$ cat config.mk
export PLATFORM = sky130hd
export DESIGN_NAME = incremental_pid_speed_controller_core
export DESIGN_NICKNAME = d
export VERILOG_FILES = /design/src/hdl/incpid_pkg.sv /design/src/hdl/incremental_pid_speed_controller_core.sv
export SDC_FILE = /design/constraint.sdc
export NUM_CORES = 2
export LEC_CHECK = 0
export BUFFER_PORTS_ARGS = -buffer_cell sky130_fd_sc_hd__buf_2
export CAP_MARGIN = 20
export CELL_PAD_IN_SITES_DETAIL_PLACEMENT = 1
export CELL_PAD_IN_SITES_GLOBAL_PLACEMENT = 1
export CORE_ASPECT_RATIO = 1.2
export CORE_MARGIN = 2
export CORE_UTILIZATION = 48
export CTS_BUF_LIST = sky130_fd_sc_hd__clkbuf_8
export CTS_CLUSTER_DIAMETER = 200
export DETAILED_ROUTE_END_ITERATION = 6
export PLACE_DENSITY = 0.9
export REMOVE_ABC_BUFFERS = 1
export SYNTH_ARGS = -nofsm -noshare
export SYNTH_HDL_FRONTEND = slang
export SYNTH_SLANG_ARGS = --single-unit
export TNS_END_PERCENT = 100
$ cat constraint.sdc
create_clock -name clk -period 8.8 [get_ports clk]
set_clock_uncertainty 0.05 [all_clocks]
set_input_delay 0.44 -clock clk [delete_from_list [all_inputs] [get_ports clk]]
set_output_delay 0.44 -clock clk [all_outputs]
set_load 0.02 [all_outputs]
$ cat src/hdl/incpid_pkg.sv
// ----------------------------------------------------------------------------
// incpid_pkg
// Widths, register indexes, reset values and divide constants for the
// incremental PID speed controller.
// ----------------------------------------------------------------------------
`default_nettype none

package incpid_pkg;

  localparam int SPEED_W  = 16;
  localparam int ERR_W    = 17;
  localparam int D1_W     = 18;
  localparam int D2_W     = 19;
  localparam int GAIN_W   = 15;
  localparam int P_W      = GAIN_W + 1 + D1_W;
  localparam int I_W      = GAIN_W + 1 + ERR_W;
  localparam int D_W      = GAIN_W + 1 + D2_W;
  localparam int CHANGE_W = 36;
  localparam int CLIP_W   = 23;
  localparam int RECIP_W  = 24;
  localparam int PROD_W   = CLIP_W + RECIP_W;
  localparam int RECIP_SH = 30;
  localparam int QUOT_W   = 16;
  localparam int ACC_W    = 16;
  localparam int SUM_W    = 18;
  localparam int CFG_IDX_W = 2;

  typedef enum logic [CFG_IDX_W-1:0] {
    REG_GAIN_P,
    REG_GAIN_I,
    REG_GAIN_D,
    REG_OUTPUT_LIMIT
  } cfg_reg_t;

  localparam logic [GAIN_W-1:0] GAIN_P_RESET       = 15'd3000;
  localparam logic [GAIN_W-1:0] GAIN_I_RESET       = 15'd50;
  localparam logic [GAIN_W-1:0] GAIN_D_RESET       = 15'd50;
  localparam logic [GAIN_W-1:0] OUTPUT_LIMIT_RESET = 15'd10000;

  // Any change of at least this size saturates the output, so clip it here.
  localparam logic [CLIP_W-1:0]  CLIP_MAX   = 23'd6553599;
  // ceil(2^30 / 100): exact floor quotient for every clipped magnitude.
  localparam logic [RECIP_W-1:0] RECIP_MUL  = 24'd10737419;

endpackage

`default_nettype wire

$ cat src/hdl/incremental_pid_speed_controller_core.sv
// ----------------------------------------------------------------------------
// incremental_pid_speed_controller_core
// Velocity-form PID for one wheel: error history, weighted change divided by
// 100 toward zero, saturating accumulator, direction and PWM magnitude.
// ----------------------------------------------------------------------------
// The core takes one speed request per clock cycle while the output is not
// stalled and returns each result through a six-register pipeline: error and
// differences, three gain multipliers, change sum, magnitude clip, reciprocal
// multiply for the divide by 100, and the add-and-clamp of the accumulator,
// which is the only loop. The whole pipeline holds while the output register
// waits. Gains and the limit are written through cfg_write, cfg_index and
// cfg_data and must only change while no request is in flight.
`default_nettype none

module incremental_pid_speed_controller_core
  import incpid_pkg::*;
(
  input  wire logic                     clk,
  input  wire logic                     rst,
  input  wire logic                     cfg_write,
  input  wire logic [CFG_IDX_W-1:0]     cfg_index,
  input  wire logic [GAIN_W-1:0]        cfg_data,
  input  wire logic                     in_valid,
  output      logic                     in_ready,
  input  wire logic signed [SPEED_W-1:0] target_speed,
  input  wire logic signed [SPEED_W-1:0] measured_speed,
  output      logic                     out_valid,
  input  wire logic                     out_ready,
  output      logic                     forward,
  output      logic [GAIN_W-1:0]        drive_magnitude
);

  logic [GAIN_W-1:0] gain_p;
  logic [GAIN_W-1:0] gain_i;
  logic [GAIN_W-1:0] gain_d;
  logic [GAIN_W-1:0] output_limit;

  logic signed [ERR_W-1:0] previous_error;
  logic signed [D1_W-1:0]  error_step;
  logic signed [ACC_W-1:0] accumulated_output;

  logic advance;
  logic accept;
  logic v1, v2, v3, v4, v5;

  logic signed [ERR_W-1:0] err_next;
  logic signed [D1_W-1:0]  d1_next;
  logic signed [D2_W-1:0]  d2_next;
  logic signed [ERR_W-1:0] err_r;
  logic signed [D1_W-1:0]  d1_r;
  logic signed [D2_W-1:0]  d2_r;

  logic signed [P_W-1:0] p_term;
  logic signed [I_W-1:0] i_term;
  logic signed [D_W-1:0] d_term;

  logic signed [CHANGE_W-1:0] change;
  logic [CHANGE_W-1:0]        change_abs;
  logic                       neg4;
  logic [CLIP_W-1:0]          clip_mag;
  logic [CLIP_W-1:0]          clip_next;

  logic [PROD_W-1:0] prod;
  logic              neg5;
  logic [QUOT_W-1:0] quot;

  logic signed [QUOT_W:0]  quot_s;
  logic signed [SUM_W-1:0] acc_sum;
  logic signed [SUM_W-1:0] limit_s;
  logic signed [SUM_W-1:0] acc_next;
  logic signed [SUM_W-1:0] acc_abs;

  assign advance  = !out_valid || out_ready;
  assign in_ready = advance;
  assign accept   = in_valid && advance;

  always_ff @(posedge clk) begin
    if (rst) begin
      gain_p       <= GAIN_P_RESET;
      gain_i       <= GAIN_I_RESET;
      gain_d       <= GAIN_D_RESET;
      output_limit <= OUTPUT_LIMIT_RESET;
    end else if (cfg_write) begin
      unique case (cfg_reg_t'(cfg_index))
        REG_GAIN_P:       gain_p       <= cfg_data;
        REG_GAIN_I:       gain_i       <= cfg_data;
        REG_GAIN_D:       gain_d       <= cfg_data;
        REG_OUTPUT_LIMIT: output_limit <= cfg_data;
        default:          ;
      endcase
    end
  end

  always_comb begin
    err_next = ERR_W'(target_speed) - ERR_W'(measured_speed);
    d1_next  = D1_W'(err_next) - D1_W'(previous_error);
    d2_next  = D2_W'(d1_next) - D2_W'(error_step);
  end

  always_comb begin
    change_abs = change[CHANGE_W-1] ? CHANGE_W'(-change) : CHANGE_W'(change);
    clip_next  = (change_abs > CHANGE_W'(CLIP_MAX)) ? CLIP_MAX : change_abs[CLIP_W-1:0];
    prod       = PROD_W'(clip_mag) * PROD_W'(RECIP_MUL);
  end

  always_comb begin
    quot_s   = neg5 ? -$signed({1'b0, quot}) : $signed({1'b0, quot});
    acc_sum  = SUM_W'(accumulated_output) + SUM_W'(quot_s);
    limit_s  = $signed({{(SUM_W-GAIN_W){1'b0}}, output_limit});
    if (acc_sum > limit_s) begin
      acc_next = limit_s;
    end else if (acc_sum < -limit_s) begin
      acc_next = -limit_s;
    end else begin
      acc_next = acc_sum;
    end
    acc_abs = acc_next[SUM_W-1] ? -acc_next : acc_next;
  end

  // Control state
  always_ff @(posedge clk) begin
    if (rst) begin
      v1                 <= 1'b0;
      v2                 <= 1'b0;
      v3                 <= 1'b0;
      v4                 <= 1'b0;
      v5                 <= 1'b0;
      out_valid          <= 1'b0;
      previous_error     <= '0;
      error_step         <= '0;
      accumulated_output <= '0;
    end else if (advance) begin
      v1        <= in_valid;
      v2        <= v1;
      v3        <= v2;
      v4        <= v3;
      v5        <= v4;
      out_valid <= v5;
      if (accept) begin
        previous_error <= err_next;
        error_step     <= d1_next;
      end
      if (v5) begin
        accumulated_output <= ACC_W'(acc_next);
      end
    end
  end

  // Payload pipeline
  always_ff @(posedge clk) begin
    if (advance) begin
      err_r           <= err_next;
      d1_r            <= d1_next;
      d2_r            <= d2_next;
      p_term          <= P_W'($signed({1'b0, gain_p})) * P_W'(d1_r);
      i_term          <= I_W'($signed({1'b0, gain_i})) * I_W'(err_r);
      d_term          <= D_W'($signed({1'b0, gain_d})) * D_W'(d2_r);
      change          <= CHANGE_W'(p_term) + CHANGE_W'(i_term) + CHANGE_W'(d_term);
      neg4            <= change[CHANGE_W-1];
      clip_mag        <= clip_next;
      neg5            <= neg4;
      quot            <= prod[RECIP_SH+QUOT_W-1:RECIP_SH];
      forward         <= !acc_next[SUM_W-1];
      drive_magnitude <= acc_abs[GAIN_W-1:0];
    end
  end

`ifndef SYNTH
  a_reverse_nonzero: assert property (@(posedge clk) disable iff (rst)
    out_valid && !forward |-> drive_magnitude != '0)
    else $error("reverse drive with zero magnitude");

  a_clip_bound: assert property (@(posedge clk) disable iff (rst)
    v5 |-> clip_mag <= CLIP_MAX)
    else $error("clipped change magnitude out of range");

  a_accept_enters: assert property (@(posedge clk) disable iff (rst)
    in_valid && in_ready |=> v1)
    else $error("accepted request did not enter the pipeline");

  a_last_stage_out: assert property (@(posedge clk) disable iff (rst)
    v5 && advance |=> out_valid)
    else $error("finished request did not reach the output");

  a_stall_holds_acc: assert property (@(posedge clk) disable iff (rst)
    !advance |=> $stable(accumulated_output))
    else $error("accumulator moved during a stall");
`endif

endmodule

`default_nettype wire

==> flow_summary.ini <==
[timing]
max_freq_mhz = 123
fin_crit_ns = 8.14
slew_viol_final = 0
period_share_pct = 92.5
tightest_slew_ns = 1.07
rsz0062_at_grt = false
slew_headroom_pct = 28.7
fin_hold_ws_ns = 0.0918
finalWorstSetupSlack_ns = 0.659
finalHoldViolCount = 0
finalSetupViolations = 0

[cts]
clock_path_buffers = 3
cts_resized = 0
clock_latency_ns = 0.74
clk_pin_slew_ns = 0.07
post_cts_buffers = 0
h-tree-depth = 3
cts-root-buf = clkbuf_8
clock-sinks = 366
cts_tree = done
cts_inserted_buffers = 72
cts-hold-fix-buffers = 0

[grt]
grt_max_degree = 76
grt_pass1_vias = 53740
grt-ovfl-total = 0
track_usage_pct = 31.5
antenna_found_initial = 9
grt_pass1_wl_mm = 301

[finish]
post-route-cell-area_um2 = 62400
syn2layout_area_growth_pct = 5.74
drive_above_1_share_pct = 4.03
nets = 7884

[critical_path]
worstPathArrival_ns = 8.59
cpMostUsedCell = fa_1
cp_max_fo = 18
end_kind = flip-flop
cpPeakStageDelay_ns = 0.89
critical_path_class = reg2reg
cp_slowest_cell = dfxtp_1
critPathBufInv = 3
path_cells = nand2_1, fa_1, inv_1, fa_1, inv_1, fa_1, fa_1, inv_1, fa_1, fa_1, ha_1, a21o_1, a21o_1, nand2_1, nand2_1, a41oi_1, a21oi_1, a311oi_1, nor2_1, or4_1, a41o_1, a21oi_1, xnor2_1
required_ns = 9.25
crit_path_start_kind = flip-flop
crit_family = adder cells

[die]
die_y_um = 388
dieWidth_um = 324
die_area_um2 = 126000
start_util_pct = 48.5
core_area_um2 = 122000
top_level_ports = 72
num_rows = 140

[placement]
gp_congestion = 0.946
place_area_um2 = 60900
dp_hpwl_mm = 153
post-place-ws_ns = 0.876
io_buffer_count = 71

[synth]
synth_area_per_cell_um2 = 9.58
netlist_area_um2 = 59000
yosys-top-cells-count = inv_1, fa_1, nand2_1
yosysSeqAreaShare_pct = 16.6
synth_top_area_share_pct = 35.7
synth.area.top_cells = fa_1, ha_1, edfxtp_1
ys_async_sr_fraction_pct = 0
ys_types = 85
synth_most_common_cell = inv_1
synthCells = 6156
ys_warn_count = 0
synth_edf_count = 249
synthFlopType = edfxtp_1
synth_top_area_cell = fa_1
synth-seq-cells = 366

[detailed_routing]
viasPerCell = 5.76
first_pass_iters = 5
ant_nets = 0
drtIter0Drc = 2934
drc = 0
drt-wirelength-per-cell_um = 24.5
wl_mm = 192
dr_total_vias = 45190

[outcome]
status = complete, no violations

[job]
drv_cap = 0

[hold_path]
hold_class = in2reg
[cells by family (layout without fill, tap and decap cells)]
kind of cell             count (synthesis)  in the layout  share of synthesized area [%]
XOR/XNOR                               268            268                           4.00
flip-flops                             366            366                           16.6
other                                    0              5                              0
buffers and inverters                 1529           1579                           9.78
multiplexers                             5              5                         0.0912
AND/OR/NAND/NOR                       1619           1619                           13.1
AO/OA/AOI/OAI                          687            687                           7.33
adder cells (fa/ha/maj)               1682           1682                           49.0
[state kept, by name (all words and copies together), names as in the netlist, 15 cells and up]
name,count
output_limit,15
d2_r,19
i_term,33
change,36
gain_p,15
previous_error,17
error_step,18
p_term,34
quot,16
gain_d,15
gain_i,15
clip_mag,23
d_term,35
drive_magnitude,15
d1_r,18
accumulated_output,16
err_r,17
[cell type report]
type,count,area (µm²)
fill,13732,59400
multi-input combinational,4261,43400
sequential,366,9820
inverter,1339,5030
tap,1633,2040
clock buffer,86,1180
timing repair buffer,108,636
clock inverter,46,233
antenna,5,12.5
[layer usage]
metal	global-route usage [%]	wire length (µm)
met5	0	52
met4	25.5	18300
met3	6.51	12800
met2	54.8	97700
met1	32.5	63400
[worst paths after layout]
kind / depth (start not counted) / slack (ns) / start / end
worst max-delay path: 23 / 0.66 / gain_i[3] / i_term[25]
worst max register to register: 23 / 0.66 / gain_i[3] / i_term[25]
worst min-delay path: 3 / 0.09 / cfg_data[14] / output_limit[14]
worst min register to register: 0 / 0.37 / neg4 / neg5
[metrics by stage]
step / cells / utilization, % / setup TNS, ns
floorplan: 5966 / - / -21.45
detailed placement: 7706 / 50.1 / 0
finish: 7844 / 51.2 / 0
global placement: 7706 / 50.1 / 0
CTS: 7838 / 51.2 / 0
global route: 7842 / 51.2 / 0
[cells in the final DEF, fill, tap and decap left out, types with 20 or more instances in the layout]
master    instances
and2_1          377
o21ai_0         110
ha_1            631
nor2_1          170
fa_1           1051
buf_2            70
nand2_1         778
or3_1            20
xor2_1           90
o21bai_1         21
a31oi_1          27
o21a_1           30
dfxtp_1         117
nor3_1           55
nand2b_1         30
clkbuf_8         86
buf_4            38
a211oi_1         26
edfxtp_1        249
o31ai_1          22
xnor2_1         177
inv_1          1361
nand3_1          52
nor2b_1          33
a21oi_1         269
a21o_1           72
[worst reg2reg max path, delay by kind of cell, from the launching register on]
kind	cells	cell delay (ns)
xor+xnor	1	0.08
simple gates	5	1.04
flops	1	0.89
fa+ha+maj	7	3.44
compound gates	7	2.24
buf+inv	3	0.19
Power is not shown: default switching activity piles up to over one toggle a cycle in this logic, so the estimate is an artifact.
